$ cat src/hdl/tfsk_pkg.sv
`timescale 1ns / 1ps
`default_nettype none

package tfsk_pkg;

   localparam int unsigned LEVEL_W   = 8;
   localparam int unsigned LENGTH_W  = 5;
   localparam int unsigned BYTE_W    = 8;
   localparam int unsigned FRAME_W   = 12;
   localparam int unsigned BITCNT_W  = $clog2(FRAME_W + 1);
   localparam int unsigned ADDR_W    = 4;
   localparam int unsigned DATA_W    = 32;

   localparam logic [LENGTH_W-1:0] SHORT_FAST = LENGTH_W'(8);
   localparam logic [LENGTH_W-1:0] LONG_FAST  = LENGTH_W'(16);
   localparam logic [LENGTH_W-1:0] SHORT_SLOW = LENGTH_W'(9);
   localparam logic [LENGTH_W-1:0] LONG_SLOW  = LENGTH_W'(18);

   localparam logic [LEVEL_W-1:0] HIGH_RESET = 8'he0;
   localparam logic [LEVEL_W-1:0] LOW_RESET  = 8'h20;

   localparam logic CMD_FRAME = 1'b0;
   localparam logic CMD_BIT   = 1'b1;

   typedef enum logic [1:0] {
      REG_FAST_MODE  = 2'd0,
      REG_HIGH_LEVEL = 2'd1,
      REG_LOW_LEVEL  = 2'd2
   } tfsk_reg_type;

   typedef struct packed {
      logic load;
      logic step;
   } tfsk_cmd_type;

   typedef struct packed {
      logic out_free;
      logic item_last;
   } tfsk_status_type;

   typedef struct packed {
      logic               fast_mode;
      logic [LEVEL_W-1:0] high_level;
      logic [LEVEL_W-1:0] low_level;
   } tfsk_cfg_type;

endpackage

`default_nettype wire

$ cat src/hdl/tfsk_regs.sv
`timescale 1ns / 1ps
`default_nettype none

module tfsk_regs (
   input  wire logic                       clock,
   input  wire logic                       reset,
   input  wire logic                       psel,
   input  wire logic                       penable,
   input  wire logic                       pwrite,
   input  wire logic [tfsk_pkg::ADDR_W-1:0] paddr,
   input  wire logic [tfsk_pkg::DATA_W-1:0] pwdata,
   output logic      [tfsk_pkg::DATA_W-1:0] prdata,
   output logic                            pready,
   output tfsk_pkg::tfsk_cfg_type          cfg
);
   import tfsk_pkg::*;

   logic               fast_mode_ff;
   logic               fast_mode_in;
   logic [LEVEL_W-1:0] high_level_ff;
   logic [LEVEL_W-1:0] high_level_in;
   logic [LEVEL_W-1:0] low_level_ff;
   logic [LEVEL_W-1:0] low_level_in;
   logic               wr_en;
   tfsk_reg_type       reg_sel;

   assign pready  = 1'b1;
   assign wr_en   = psel && penable && pwrite;
   assign reg_sel = tfsk_reg_type'(paddr[3:2]);

   always_comb begin
      fast_mode_in  = fast_mode_ff;
      high_level_in = high_level_ff;
      low_level_in  = low_level_ff;
      prdata        = '0;
      unique case (reg_sel)
         REG_FAST_MODE: begin
            prdata = DATA_W'(fast_mode_ff);
            if (wr_en) begin
               fast_mode_in = pwdata[0];
            end
         end
         REG_HIGH_LEVEL: begin
            prdata = DATA_W'(high_level_ff);
            if (wr_en) begin
               high_level_in = pwdata[LEVEL_W-1:0];
            end
         end
         REG_LOW_LEVEL: begin
            prdata = DATA_W'(low_level_ff);
            if (wr_en) begin
               low_level_in = pwdata[LEVEL_W-1:0];
            end
         end
         default: begin
            prdata = '0;
         end
      endcase
   end

   always_ff @(posedge clock) begin
      if (reset) begin
         fast_mode_ff  <= 1'b0;
         high_level_ff <= HIGH_RESET;
         low_level_ff  <= LOW_RESET;
      end else begin
         fast_mode_ff  <= fast_mode_in;
         high_level_ff <= high_level_in;
         low_level_ff  <= low_level_in;
      end
   end

   assign cfg.fast_mode  = fast_mode_ff;
   assign cfg.high_level = high_level_ff;
   assign cfg.low_level  = low_level_ff;

endmodule

`default_nettype wire

$ cat src/hdl/tfsk_ctrl.sv
`timescale 1ns / 1ps
`default_nettype none

module tfsk_ctrl (
   input  wire logic                      clock,
   input  wire logic                      reset,
   input  wire logic                      req_valid,
   output logic                           req_stall,
   input  wire tfsk_pkg::tfsk_status_type status,
   output tfsk_pkg::tfsk_cmd_type         cmd
);
   import tfsk_pkg::*;

   typedef enum logic {
      ST_IDLE,
      ST_RUN
   } state_type;

   state_type state_ff;
   state_type state_in;

   assign req_stall = (state_ff == ST_RUN);

   always_comb begin
      state_in = state_ff;
      cmd.load = 1'b0;
      cmd.step = 1'b0;
      unique case (state_ff)
         ST_IDLE: begin
            if (req_valid) begin
               cmd.load = 1'b1;
               state_in = ST_RUN;
            end
         end
         ST_RUN: begin
            if (status.out_free) begin
               cmd.step = 1'b1;
               if (status.item_last) begin
                  state_in = ST_IDLE;
               end
            end
         end
         default: begin
            state_in = ST_IDLE;
         end
      endcase
   end

   always_ff @(posedge clock) begin
      if (reset) begin
         state_ff <= ST_IDLE;
      end else begin
         state_ff <= state_in;
      end
   end

endmodule

`default_nettype wire

$ cat src/hdl/tfsk_datapath.sv
`timescale 1ns / 1ps
`default_nettype none

module tfsk_datapath (
   input  wire logic                          clock,
   input  wire logic                          reset,
   input  wire tfsk_pkg::tfsk_cmd_type        cmd,
   output tfsk_pkg::tfsk_status_type          status,
   input  wire tfsk_pkg::tfsk_cfg_type        cfg,
   input  wire logic                          req_cmd,
   input  wire logic [tfsk_pkg::BYTE_W-1:0]   req_data_byte,
   output logic                               rsp_valid,
   input  wire logic                          rsp_stall,
   output logic      [tfsk_pkg::LEVEL_W-1:0]  rsp_sample_level,
   output logic      [tfsk_pkg::LENGTH_W-1:0] rsp_run_length,
   output logic                               rsp_last_of_run
);
   import tfsk_pkg::*;

   logic [FRAME_W-1:0]  frame_ff;
   logic [FRAME_W-1:0]  frame_in;
   logic [BITCNT_W-1:0] bits_left_ff;
   logic [BITCNT_W-1:0] bits_left_in;
   logic [1:0]          run_idx_ff;
   logic [1:0]          run_idx_in;
   logic                rsp_valid_ff;
   logic                rsp_valid_in;
   logic [LEVEL_W-1:0]  level_ff;
   logic [LEVEL_W-1:0]  level_in;
   logic [LENGTH_W-1:0] length_ff;
   logic [LENGTH_W-1:0] length_in;
   logic                last_ff;
   logic                last_in;

   logic                cur_bit;
   logic                bit_done;
   logic [LENGTH_W-1:0] short_len;
   logic [LENGTH_W-1:0] long_len;

   assign cur_bit   = frame_ff[0];
   assign bit_done  = cur_bit ? (run_idx_ff == 2'd3) : (run_idx_ff == 2'd1);
   assign short_len = cfg.fast_mode ? SHORT_FAST : SHORT_SLOW;
   assign long_len  = cfg.fast_mode ? LONG_FAST : LONG_SLOW;

   assign status.out_free  = !rsp_valid_ff || !rsp_stall;
   assign status.item_last = bit_done && (bits_left_ff == BITCNT_W'(1));

   always_comb begin
      frame_in     = frame_ff;
      bits_left_in = bits_left_ff;
      run_idx_in   = run_idx_ff;
      level_in     = level_ff;
      length_in    = length_ff;
      last_in      = last_ff;
      rsp_valid_in = rsp_valid_ff && rsp_stall;
      if (cmd.load) begin
         run_idx_in = 2'd0;
         if (req_cmd == CMD_BIT) begin
            frame_in     = FRAME_W'(req_data_byte[0]);
            bits_left_in = BITCNT_W'(1);
         end else begin
            frame_in     = {3'b111, req_data_byte, 1'b0};
            bits_left_in = BITCNT_W'(FRAME_W);
         end
      end else if (cmd.step) begin
         rsp_valid_in = 1'b1;
         level_in     = run_idx_ff[0] ? cfg.low_level : cfg.high_level;
         length_in    = cur_bit ? short_len : long_len;
         last_in      = status.item_last;
         if (bit_done) begin
            run_idx_in   = 2'd0;
            frame_in     = {1'b0, frame_ff[FRAME_W-1:1]};
            bits_left_in = bits_left_ff - BITCNT_W'(1);
         end else begin
            run_idx_in = run_idx_ff + 2'd1;
         end
      end
   end

   always_ff @(posedge clock) begin
      if (reset) begin
         rsp_valid_ff <= 1'b0;
         bits_left_ff <= '0;
         run_idx_ff   <= '0;
      end else begin
         rsp_valid_ff <= rsp_valid_in;
         bits_left_ff <= bits_left_in;
         run_idx_ff   <= run_idx_in;
      end
   end

   always_ff @(posedge clock) begin
      frame_ff  <= frame_in;
      level_ff  <= level_in;
      length_ff <= length_in;
      last_ff   <= last_in;
   end

   assign rsp_valid        = rsp_valid_ff;
   assign rsp_sample_level = level_ff;
   assign rsp_run_length   = length_ff;
   assign rsp_last_of_run  = last_ff;

endmodule

`default_nettype wire

$ cat src/hdl/tape_fsk_byte_modulator.sv
// Channel   Direction  Handshake              Contents
// req       in         req_valid / req_stall  req_cmd, req_data_byte
// rsp       out        rsp_valid / rsp_stall  rsp_sample_level, rsp_run_length, rsp_last_of_run
// csr       in         APB (psel, penable)    fast_mode, high_level, low_level
//
// A request is loaded first and then sent as half-cycle runs while rsp is not
// stalled: 2 or 4 runs for a single bit, 30 to 46 for a framed byte.
// The run sequencer issues one run per cycle while rsp is not stalled.
// Reset is synchronous and returns the registers to their default levels.
// A stalled rsp holds its run and freezes the sequencer; req_stall is high until the
// last run of a request has entered the output register.
`timescale 1ns / 1ps
`default_nettype none

module tape_fsk_byte_modulator (
   input  wire logic                          clock,
   input  wire logic                          reset,
   input  wire logic                          req_valid,
   output logic                               req_stall,
   input  wire logic                          req_cmd,
   input  wire logic [tfsk_pkg::BYTE_W-1:0]   req_data_byte,
   output logic                               rsp_valid,
   input  wire logic                          rsp_stall,
   output logic      [tfsk_pkg::LEVEL_W-1:0]  rsp_sample_level,
   output logic      [tfsk_pkg::LENGTH_W-1:0] rsp_run_length,
   output logic                               rsp_last_of_run,
   input  wire logic                          psel,
   input  wire logic                          penable,
   input  wire logic                          pwrite,
   input  wire logic [tfsk_pkg::ADDR_W-1:0]   paddr,
   input  wire logic [tfsk_pkg::DATA_W-1:0]   pwdata,
   output logic      [tfsk_pkg::DATA_W-1:0]   prdata,
   output logic                               pready
);
   import tfsk_pkg::*;

   tfsk_cfg_type    cfg;
   tfsk_cmd_type    cmd;
   tfsk_status_type status;

   tfsk_regs u_regs (
      .clock   (clock),
      .reset   (reset),
      .psel    (psel),
      .penable (penable),
      .pwrite  (pwrite),
      .paddr   (paddr),
      .pwdata  (pwdata),
      .prdata  (prdata),
      .pready  (pready),
      .cfg     (cfg)
   );

   tfsk_ctrl u_ctrl (
      .clock     (clock),
      .reset     (reset),
      .req_valid (req_valid),
      .req_stall (req_stall),
      .status    (status),
      .cmd       (cmd)
   );

   tfsk_datapath u_datapath (
      .clock            (clock),
      .reset            (reset),
      .cmd              (cmd),
      .status           (status),
      .cfg              (cfg),
      .req_cmd          (req_cmd),
      .req_data_byte    (req_data_byte),
      .rsp_valid        (rsp_valid),
      .rsp_stall        (rsp_stall),
      .rsp_sample_level (rsp_sample_level),
      .rsp_run_length   (rsp_run_length),
      .rsp_last_of_run  (rsp_last_of_run)
   );

endmodule

`default_nettype wire

$ cat config.mk
export PLATFORM = sky130hd
export DESIGN_NAME = tape_fsk_byte_modulator
export DESIGN_NICKNAME = d
export VERILOG_FILES = /design/src/hdl/tfsk_pkg.sv /design/src/hdl/tfsk_regs.sv /design/src/hdl/tfsk_ctrl.sv /design/src/hdl/tfsk_datapath.sv /design/src/hdl/tape_fsk_byte_modulator.sv
export SDC_FILE = /design/constraint.sdc
export NUM_CORES = 1
export LEC_CHECK = 0
export ABC_AREA = 1
export BUFFER_PORTS_ARGS = -buffer_cell sky130_fd_sc_hd__buf_2
export CAP_MARGIN = 30
export CORE_MARGIN = 5
export CORE_UTILIZATION = 40
export CTS_CLUSTER_SIZE = 40
export DETAILED_ROUTE_END_ITERATION = 10
export GPL_TIMING_DRIVEN = 0
export HOLD_SLACK_MARGIN = 0.15
export PLACE_DENSITY = 0.79
export SLEW_MARGIN = 20
export SYNTH_ARGS = -nofsm -noshare
export SYNTH_HDL_FRONTEND = slang
export SYNTH_SLANG_ARGS = --single-unit
$ cat constraint.sdc
create_clock -name clock -period 1.6 [get_ports clock]
set_input_delay 0 -clock clock [delete_from_list [all_inputs] [get_ports clock]]
set_output_delay 0 -clock clock [all_outputs]
set_load 0.01 [all_outputs]
==> impl_metrics.tcl <==
set metrics [dict create \
    status "completed" \
    min_from "penable" \
    cp.arrival_ns 1.54 \
    setup_viol 0 \
    cts_buffers 5 \
    mostFrequentLayoutCells "buf_2 (51), nand2_1 (42), buf_4 (28), nor2_1 (26), conb_1 (26)" \
    dp_hpwl_um 3610 \
    ys_seq_area_frac 0.529 \
    dr.pass1.iters 4 \
    wire_per_inst_um 11.4 \
    chipHeight_um 86.9 \
    yosys.area_share.simple 0.169 \
    antenna_found_initial 0 \
    h-tree-depth 2 \
    cp.required_ns 1.63 \
    dieArea_mm2 0.00756 \
    crit_path_end_kind "flop" \
    critical_path_class "flop to flop" \
    power.total_w 0.00272 \
    clk_latency_ns 0.30 \
    die_width_um 86.9 \
    grt_overflow 0 \
    drc 0 \
    instances_no_fill 442 \
    area_growth_syn_to_layout_pct 33.8 \
    path_clk_slew_ns 0.09 \
    antennaDiodeCount 0 \
    syn_area_per_cell_um2 9.07 \
    globalRouteTotalUtil 0.133 \
    slew_violations 0 \
    timing.rr.start "u_datapath.frame_ff[0]" \
    syn-instance-count 261 \
    p_leak_nw 1.46 \
    drt-vias-per-instance 4.38 \
    muxShareOfSynthArea 0 \
    postSynth.asyncResetShare 0 \
    maxCapViolCount 0 \
    finalCritPeriodShare 0.944 \
    worstPathMaxFanout 6 \
    clock.fmax_mhz 662 \
    drive_above_1_share 0.289 \
    p_per_area_mw_per_mm2 857 \
    ir_drop_mv 0.422 \
    root_buffer "clkbuf_8" \
    worstHoldPathType "input pin to flop" \
    num_vias 1937 \
    start_util 0.405 \
    synthFlopType "edfxtp_1" \
    clk_path_buf_depth 2 \
    start_kind "flop" \
    final-hold-violation-count 0 \
    synth.distinct_cells 30 \
    ys_seq_elements 50 \
    cts_tree "built" \
    grt_pass1_vias 1895 \
    synth-compound-area-share 0.137 \
    netlist_area_mm2 0.00237 \
    io_buffers 48 \
    synth_top_family_by_area "simple AND/OR/NAND/NOR gates" \
    rows 28 \
    synth_edf_count 25 \
    routed_wl_um 5020 \
    crit_start "u_datapath.frame_ff[0]" \
    rrSetupSlack_ns 0.09 \
    pin_count 101 \
    finClkSkew_ns 0.00511 \
    final_common_cell "buf_2" \
    fin_crit_ns 1.51 \
    synthAdderAreaFrac 0.0106 \
    dr.first_iter.drc_count 84 \
    grt_pass1_wl_um 8090 \
    nets 420 \
    grt_max_degree 17 \
    cts.sinks 50 \
    core_mm2 0.00585 \
    place.gp.congestion 0.850 \
    dp_cells 408 \
    synthXorXnorAreaFrac 0.00370 \
    ant_nets 0 \
    ys_warn_count 0 \
]
routing by layer:
metal  track usage  wire length, µm
met5             0                0
met4        0.0425               71
met3        0.0331              335
met2         0.226             2390
met1         0.166             2220
report_power, final:
part / leakage [nW] / switching [W] / total [W] / internal, W
combinational: 0.973 / 0.000241 / 0.000443 / 0.000202
sequential: 0.441 / 0.0000266 / 0.00145 / 0.00142
clock: 0.0486 / 0.000420 / 0.000823 / 0.000402
Yosys cell counts, types with 3 or more instances:
cell	n	share of area
nand2_1	42	0.067
nor2_1	28	0.044
buf_4	26	0.082
dfxtp_1	25	0.21
edfxtp_1	25	0.32
inv_1	25	0.040
o21ai_0	25	0.053
a21oi_1	11	0.023
nand3_1	8	0.017
a22o_1	7	0.026
o21ai_1	6	0.013
o211ai_1	4	0.013
buf_2	3	0.0063
inv_4	3	0.0079
nand2_4	3	0.014
cell type report:
type                       instances  area (µm²)
timing repair buffer              73         485
clock buffer                       6        93.8
inverter                          30         124
tap                               75        93.8
sequential                        50        1250
fill                             522        2680
buffer                            32         229
multi-input combinational        173         867
timing repair inverter             1        7.51
clock inverter                     2        15.0
logic make-up (layout without fill, tap and decap cells):
kind of cell             after synthesis  in the layout
other                                  2             26
adder cells (fa/ha/maj)                2              2
buffers and inverters                 62            144
AO/OA/AOI/OAI                         56             56
XOR/XNOR                               1              1
flip-flops                            50             50
AND/OR/NAND/NOR                       88             88
worst max-delay path, stage by stage (launching register included):
cell and delay (ns):
edfxtp_1 0.46, inv_2 0.11, nand2_1 0.05, nand3_1 0.12, nor2_2 0.09, nor2_4 0.19
clkinvlp_4 0.22
registers in the layout (all words and copies together) (netlist names):
register,flops
u_datapath.rsp_valid,1
u_regs.high_level_ff,8
u_regs.fast_mode_ff,1
u_ctrl.req_stall,1
u_regs.low_level_ff,8
u_datapath.frame_ff,12
u_datapath.rsp_last_of_run,1
u_datapath.rsp_run_length,4
u_datapath.bits_left_ff,4
u_datapath.run_idx_ff,2
u_datapath.rsp_sample_level,8
stage by stage:
step	setup TNS (ns)	instance area (µm²)	utilization	setup WS (ns)	hold WS (ns)
after CTS	0	3130	0.535	0.0306	0.159
after detailed placement	-1.34	2790	0.477	-0.112	0.236
after global routing	-0.155	3170	0.541	-0.0182	0.189
after floorplan	0	2460	-	0.171	0.0691
final	0	3170	0.541	0.0901	0.169
after global placement	-0.808	2790	0.477	-0.0675	0.223
final timing paths:
path	to	cells after the start
hold / removal	u_regs.high_level_ff[0]	4
hold reg to reg	u_regs.high_level_ff[2]	2
setup / recovery	u_datapath.frame_ff[2]	6
setup reg to reg	u_datapath.frame_ff[2]	6
repair_timing:
item / 4_1_cts / 5_1_grt
setup buffers: 0 / 2
hold buffers: 23 / 0
endpoints found under the setup margin: 12 / 14
resized for setup: 1 / 6
hold endpoints to repair: 33 / 0
cloned: 0 / 1
(Power assumes the default switching activity.)
